`src/sv/afde_pkg.sv`:
```
// Shared types and codes of the ASCII frame delta encoder.
package afde_pkg;

  localparam int unsigned REG_WIDTH  = 0;
  localparam int unsigned REG_HEIGHT = 1;
  localparam int unsigned REG_LEVELS = 2;

  typedef enum logic [1:0] {
    EMIT_NONE,
    EMIT_END,
    EMIT_IFR,
    EMIT_PFR
  } emit_e;

  typedef struct packed {
    logic  cap;
    logic  commit;
    logic  rd_drain;
    logic  div_start;
    logic  pos_inc;
    logic  emit;
    emit_e emit_kind;
  } cmd_t;

  typedef struct packed {
    logic pending;
    logic iframe;
    logic cnt_zero;
    logic scan_end;
    logic map_hit;
    logic div_done;
    logic out_free;
  } stat_t;

endpackage

```
`src/sv/afde_ctrl.sv`:
```
// Controller: sequences loads, change scans, coordinate division and result beats.
module afde_ctrl (
  input  logic            clk_i,
  input  logic            rst_ni,
  input  logic            in_valid_i,
  input  logic            in_drain_i,
  output logic            in_ready_o,
  input  afde_pkg::stat_t stat_i,
  output afde_pkg::cmd_t  cmd_o
);
  import afde_pkg::*;

  localparam logic [3:0] S_IDLE  = 4'd0;
  localparam logic [3:0] S_L1    = 4'd1;
  localparam logic [3:0] S_L2    = 4'd2;
  localparam logic [3:0] S_L3    = 4'd3;
  localparam logic [3:0] S_L4    = 4'd4;
  localparam logic [3:0] S_LCMT  = 4'd5;
  localparam logic [3:0] S_IDIV  = 4'd6;
  localparam logic [3:0] S_IEMIT = 4'd7;
  localparam logic [3:0] S_SRD   = 4'd8;
  localparam logic [3:0] S_SCHK  = 4'd9;
  localparam logic [3:0] S_PDIV  = 4'd10;
  localparam logic [3:0] S_PEMIT = 4'd11;
  localparam logic [3:0] S_PEND  = 4'd12;
  localparam logic [3:0] S_NONE  = 4'd13;

  logic [3:0] state_q, state_d;

  always_comb begin
    state_d         = state_q;
    in_ready_o      = 1'b0;
    cmd_o.cap       = 1'b0;
    cmd_o.commit    = 1'b0;
    cmd_o.rd_drain  = 1'b1;
    cmd_o.div_start = 1'b0;
    cmd_o.pos_inc   = 1'b0;
    cmd_o.emit      = 1'b0;
    cmd_o.emit_kind = EMIT_NONE;
    unique case (state_q)
      S_IDLE: begin
        in_ready_o = 1'b1;
        if (in_valid_i) begin
          cmd_o.cap = 1'b1;
          priority if (!in_drain_i) begin
            state_d = S_L1;
          end else if (!stat_i.pending) begin
            state_d = S_NONE;
          end else if (stat_i.iframe) begin
            cmd_o.div_start = 1'b1;
            state_d = S_IDIV;
          end else if (stat_i.cnt_zero) begin
            state_d = S_PEND;
          end else begin
            state_d = S_SRD;
          end
        end
      end
      S_L1: begin
        cmd_o.rd_drain = 1'b0;
        state_d = S_L2;
      end
      S_L2: begin
        cmd_o.rd_drain = 1'b0;
        state_d = S_L3;
      end
      S_L3: begin
        cmd_o.rd_drain = 1'b0;
        state_d = S_L4;
      end
      S_L4: begin
        cmd_o.rd_drain = 1'b0;
        state_d = S_LCMT;
      end
      S_LCMT: begin
        cmd_o.rd_drain = 1'b0;
        cmd_o.commit = 1'b1;
        state_d = S_IDLE;
      end
      S_IDIV: begin
        if (stat_i.div_done) state_d = S_IEMIT;
      end
      S_IEMIT: begin
        if (stat_i.out_free) begin
          cmd_o.emit = 1'b1;
          cmd_o.emit_kind = EMIT_IFR;
          state_d = S_IDLE;
        end
      end
      S_SRD: begin
        state_d = stat_i.scan_end ? S_PEND : S_SCHK;
      end
      S_SCHK: begin
        if (stat_i.map_hit) begin
          cmd_o.div_start = 1'b1;
          state_d = S_PDIV;
        end else begin
          cmd_o.pos_inc = 1'b1;
          state_d = S_SRD;
        end
      end
      S_PDIV: begin
        if (stat_i.div_done) state_d = S_PEMIT;
      end
      S_PEMIT: begin
        if (stat_i.out_free) begin
          cmd_o.emit = 1'b1;
          cmd_o.emit_kind = EMIT_PFR;
          state_d = S_IDLE;
        end
      end
      S_PEND: begin
        if (stat_i.out_free) begin
          cmd_o.emit = 1'b1;
          cmd_o.emit_kind = EMIT_END;
          state_d = S_IDLE;
        end
      end
      S_NONE: begin
        if (stat_i.out_free) begin
          cmd_o.emit = 1'b1;
          cmd_o.emit_kind = EMIT_NONE;
          state_d = S_IDLE;
        end
      end
      default: state_d = S_IDLE;
    endcase
  end

  always_ff @(posedge clk_i or negedge rst_ni) begin
    if (!rst_ni) begin
      state_q <= S_IDLE;
    end else begin
      state_q <= state_d;
    end
  end

endmodule

```
`config.mk`:
```
export PLATFORM = sky130hd
export DESIGN_NAME = afde_ctrl
export DESIGN_NICKNAME = d
export VERILOG_FILES = /design/src/sv/afde_pkg.sv /design/src/sv/afde_ctrl.sv
export SDC_FILE = /design/constraint.sdc
export NUM_CORES = 1
export LEC_CHECK = 0
export CAP_MARGIN = 20
export CORE_AREA = 2 2 39 41
export DETAILED_ROUTE_END_ITERATION = 7
export DIE_AREA = 0 0 41 43
export DONT_BUFFER_PORTS = 1
export PLACE_DENSITY = 0.63
export RECOVER_POWER = 25
export SYNTH_ARGS = -nofsm -noshare
export SYNTH_HDL_FRONTEND = slang
export SYNTH_SLANG_ARGS = --single-unit
```
`constraint.sdc`:
```
create_clock -name clk_i -period 1.5 [get_ports clk_i]
set_clock_uncertainty 0.1 [all_clocks]
set_input_delay 0.225 -clock clk_i [delete_from_list [all_inputs] [get_ports clk_i]]
set_output_delay 0.225 -clock clk_i [all_outputs]
set_load 0.01 [all_outputs]
```
# --- Word-level counts from Yosys, hierarchy flattened ---
# Index checks and enable logic that the tools add are counted.
op_classes:
  eq_ne: 17
  mux: 29
  reduce_logical: 4
op_table:
  columns: ["operator", "n"]
  rows:
  - ["case mux 4 bit (10 select lines)", 1]
  - ["two-way mux 4 bit", 7]
  - ["equality test 4 bit, second input constant", 6]
  - ["two-way mux 3 bit", 6]
  - ["equality test 4 x 3 -> 1 bit, second input constant", 4]
  - ["two-way mux 1 bit", 12]
  - ["case mux 3 bit (4 select lines)", 1]
  - ["equality test 4 x 2 -> 1 bit, second input constant", 2]
  - ["inequality test 2 bit, second input constant", 3]
  - ["OR reduction 5 bit", 1]
  - ["equality test 4 x 1 -> 1 bit, second input constant", 1]
  - ["logical NOT 4 bit", 1]
  - ["AND reduction 4 bit", 1]
  - ["OR reduction 4 bit", 1]
  - ["two-way mux 2 bit", 1]
  - ["inequality test 2 x 1 -> 1 bit, second input constant", 1]
  - ["case mux 1 bit (2 select lines)", 1]
totals:
  ff_bits: 4
  inputBits: 11
  output_inout_bits: 9
  wordCells: 51

# --- Depth between registers and ports, before layout ---
depth:
  ltp_word: 6
  mapped_depth: 6
  mapped_depth_nobuf: 4

# --- Worst setup path after synthesis ---
# No wires, ideal clock.
synth_path:
  path_type: "reg2out"
  from: "register state_q[0]"
  to: "output cmd_o[4] (netlist bit)"
  t_arrival_ns: 1.498
  slack_ns: -0.323
  stages_incl_launch_ff: 6
  path_cell_list: "dfrtp_1 buf_6 or4_4 inv_1 nand2_1 o21ai_0"
synth_rtl:
  columns: ["item", "line_no", "source"]
  rows:
  - ["from (decl)", "afde_ctrl.sv:28", "logic [3:0] state_q, state_d;"]
  - ["from (signal assigned)", "afde_ctrl.sv:134", "state_q <= state_d;"]
  - ["to (decl)", "afde_ctrl.sv:9", "output afde_pkg::cmd_t cmd_o"]

==> out/metrics.csv <==
stage,metric,value,unit
job,number of max-cap violations,0,
synth,Post-synth EDFFs,0,
sta,Worst-Margin Slew,0.377,ns
drt,Vias,568,
grt,Tot GR Track Use,0.184,
grt,pin count of the biggest net entering global routing,18,
sta,setup ws final,-0.296,ns
clock_tree,CTS Sinks,4,
run_status,status,"finished, violations left",
floorplan,row cnt,14,
sta,final setup TNS,-2.46,ns
critical_path,Max stage delay on crit path,0.57,ns
drt,Via-to-Cell Ratio,5.62,
critical_path,startpoint types,flop,
power_and_ir_drop,Leakage,0.328,nW
floorplan,Ports,20,
sta,Fmax,0.557,GHz
critical_path,slowest CP cell,or4_4,
critical_path,CP Class,flop to output port,
drt,remaining antenna violation count,0,
place,GPL Wtd Cong,0.847,
synth,Avg Inst Size Synth,7.16,um^2
synth,share of the yosys chip area belonging to registers,0.203,
critical_path,WP data arrival,1.47,ns
sta,Rel. slew slack,0.746,
clock_tree,Clock Tree Root,clkbuf_4,
place,# port buffers,0,
sta,RSZ-0062 raised after global routing,true,
critical_path,CP Depth,4,
synth,Synth top cells by count,"nor2_1, nand2_1, dfrtp_1, nand3_1, o21ai_0",
floorplan,core footprint,1380,um^2
critical_path,worst-path cell chain,or4_4 > inv_4 > nand2_4 > o21ai_4,
synth,Post-synth ARST share,1.00,
place,DP HPWL,936,um
worst_hold_path,worst hold path class,input pin to flop,
clock_tree,number of buffers created by CTS,3,
critical_path,R2R Path End,state_q[0]$_DFFE_PN0P_,
final_layout,n_diodes,0,
sta,Fin. Hold Viols,0,
place,placed cell areas,567,um^2
clock_tree,clk_lat worst skew,0.23,ns
critical_path,CP bufs+invs,1,
final_layout,fin area,782,um^2
sta,fin crit period,1.80,ns
synth,Yosys top cell area share,0.203,
synth,mapped cell area,494,um^2
synth,Ys Warns,0,
grt,first-pass GRT wire length,2260,um
synth,largest cells by area after synthesis,"dfrtp_1, nor2_1, nand2_1, nand3_1, o21ai_0",
synth,most common cell in the synthesized netlist,nor2_1,
power_and_ir_drop,worst IR drop on VDD,0.000984,V
synth,post-synthesis register bit count,4,
drt,initial drt markers,28,
floorplan,starting density of the core,0.357,
final_layout,max reg flops,4,
critical_path,crit path to,cmd_o[4],
final_layout,Layout area overhead,58.2,%
grt,vias in the first global route,566,
floorplan,Die H,43,um
floorplan,die width,41,um
final_layout,post-route core utilization,0.565,
power_and_ir_drop,PwrDens,2050,nW/um^2
clock_tree,clock-pin transition on the worst setup and hold timing paths,0.04,ns
synth,Yosys top cell by area,dfrtp_1,
drt,Post-Route WL,1440,um
drt,drc violations,0,
critical_path,Setup crit end kind,output port,
synth,Synth cell types,33,
clock_tree,TritonCTS clock tree,yes,
final_layout,largest registers,state_q: 4 flops,
synth,Synth Flop Type,dfrtp_1,
synth,post-synth net total,80,
drt,DR pass1 iterations,4,
grt,initial antenna violation count,0,
power_and_ir_drop,Final Total Pwr,0.00161,W
floorplan,die area,1760,um^2
critical_path,Worst Path Max Fanout,2,
sta,Final period util,1.20,
sta,Setup Viol. Count Final,13,
final_layout,share of layout cells above drive strength 1,0.482,
drt,Avg WL per Cell,14.2,um
critical_path,crit path from,state_q[3]$_DFFE_PN0P_,
final_layout,NumNets Final,98,
critical_path,Critical R2R Launch,state_q[3]$_DFFE_PN0P_,
critical_path,R2R setup slack,-0.24,ns
sta,Slew Limit Fails,0,
clock_tree,maximum clock path buffer count,2,
run_status,failing checks,setup timing,
critical_path,Crit path max-delay family,simple AND/OR/NAND/NOR gates,
critical_path,Worst EP required,1.17,ns
final_layout,Top reg by flops,state_q,
grt,grt total ovfl,0,
synth,synthesized instance count,69,
clock_tree,CTS H-tree depth,1,
critical_path,Worst Reg-to-Reg Cells,5,
layout by cell type, fill, tap and decap left out, types with 2 or more instances in the layout:
master     netlist  routed
buf_4            0      11
buf_6            1       7
nand2_1          6       4
nor2_1           9       4
nor2_2           0       3
nand3_1          4       3
clkbuf_4         0       3
dfrtp_1          4       3
inv_1            3       2
nor2_4           0       2
a21oi_1          3       2
o21ai_1          0       2
a21o_1           2       2
or2_2            2       2
o2bb2ai_1        2       2
nor2b_1          2       2
nor3_1           2       2
layer usage:
layer / GRT usage / part of all wire
met5: 0 / 0
met4: 0.0933 / 0.022
met3: 0.0314 / 0.047
met2: 0.281 / 0.51
met1: 0.236 / 0.42
worst min-delay path by stage:
stage / end / from / cells after the start
2_1_floorplan: state_q[0]$_DFFE_PN0P_ / rst_ni / 0
3_3_place_gp: state_q[2]$_DFFE_PN0P_ / rst_ni / 0
3_5_place_dp: state_q[1]$_DFFE_PN0P_ / rst_ni / 0
4_1_cts: state_q[1]$_DFFE_PN0P_ / stat_i[1] / 3
5_1_grt: state_q[0]$_DFFE_PN0P_ / rst_ni / 1
6_report: state_q[1]$_DFFE_PN0P_ / stat_i[1] / 3
logic make-up after synthesis:
logic type,synth area share
flip-flops,0.203
buffers and inverters,0.0911
AO/OA/AOI/OAI,0.281
XOR/XNOR,0.0177
multiplexers,0.0203
AND/OR/NAND/NOR,0.387
through the flow:
stage,setup WS [ns],instances,hold WS [ns]
2_1_floorplan,-0.158,69,-0.171
6_report,-0.296,101,0.146
3_5_place_dp,-0.0888,90,-0.170
5_1_grt,-0.324,101,0.165
4_1_cts,-0.289,101,0.146
3_3_place_gp,-0.0726,90,-0.170
what timing repair did:
item                                    CTS  global route
hold buffers                              1             0
endpoints found under the setup margin   13            13
pin swaps                                 9             3
buffers inserted                          8             0
gates resized for setup                  23             7
endpoints found under the hold margin     4             0
cell type report:
cell class | instances | area, um^2
Fill cell | 138 | 602
Multi-Input combinational cell | 56 | 453
Timing Repair Buffer | 19 | 171
Sequential cell | 4 | 101
Clock buffer | 3 | 22.5
Tap cell | 16 | 20.0
Inverter | 3 | 13.8
power by group:
| part | switching (W) | total [W] | internal (W) |
|---|---|---|---|
| clock | 0.0000419 | 0.000131 | 0.0000893 |
| combinational | 0.000646 | 0.00128 | 0.000632 |
| sequential | 0.0000361 | 0.000196 | 0.000159 |
| total | 0.000724 | 0.00161 | 0.000881 |
worst min-delay path, cell delays in order:
cell     delay, ns
mux2i_1       0.04
nand3_1       0.10
o21ai_1       0.07
Note: power is estimated with default switching activity, not from simulation.
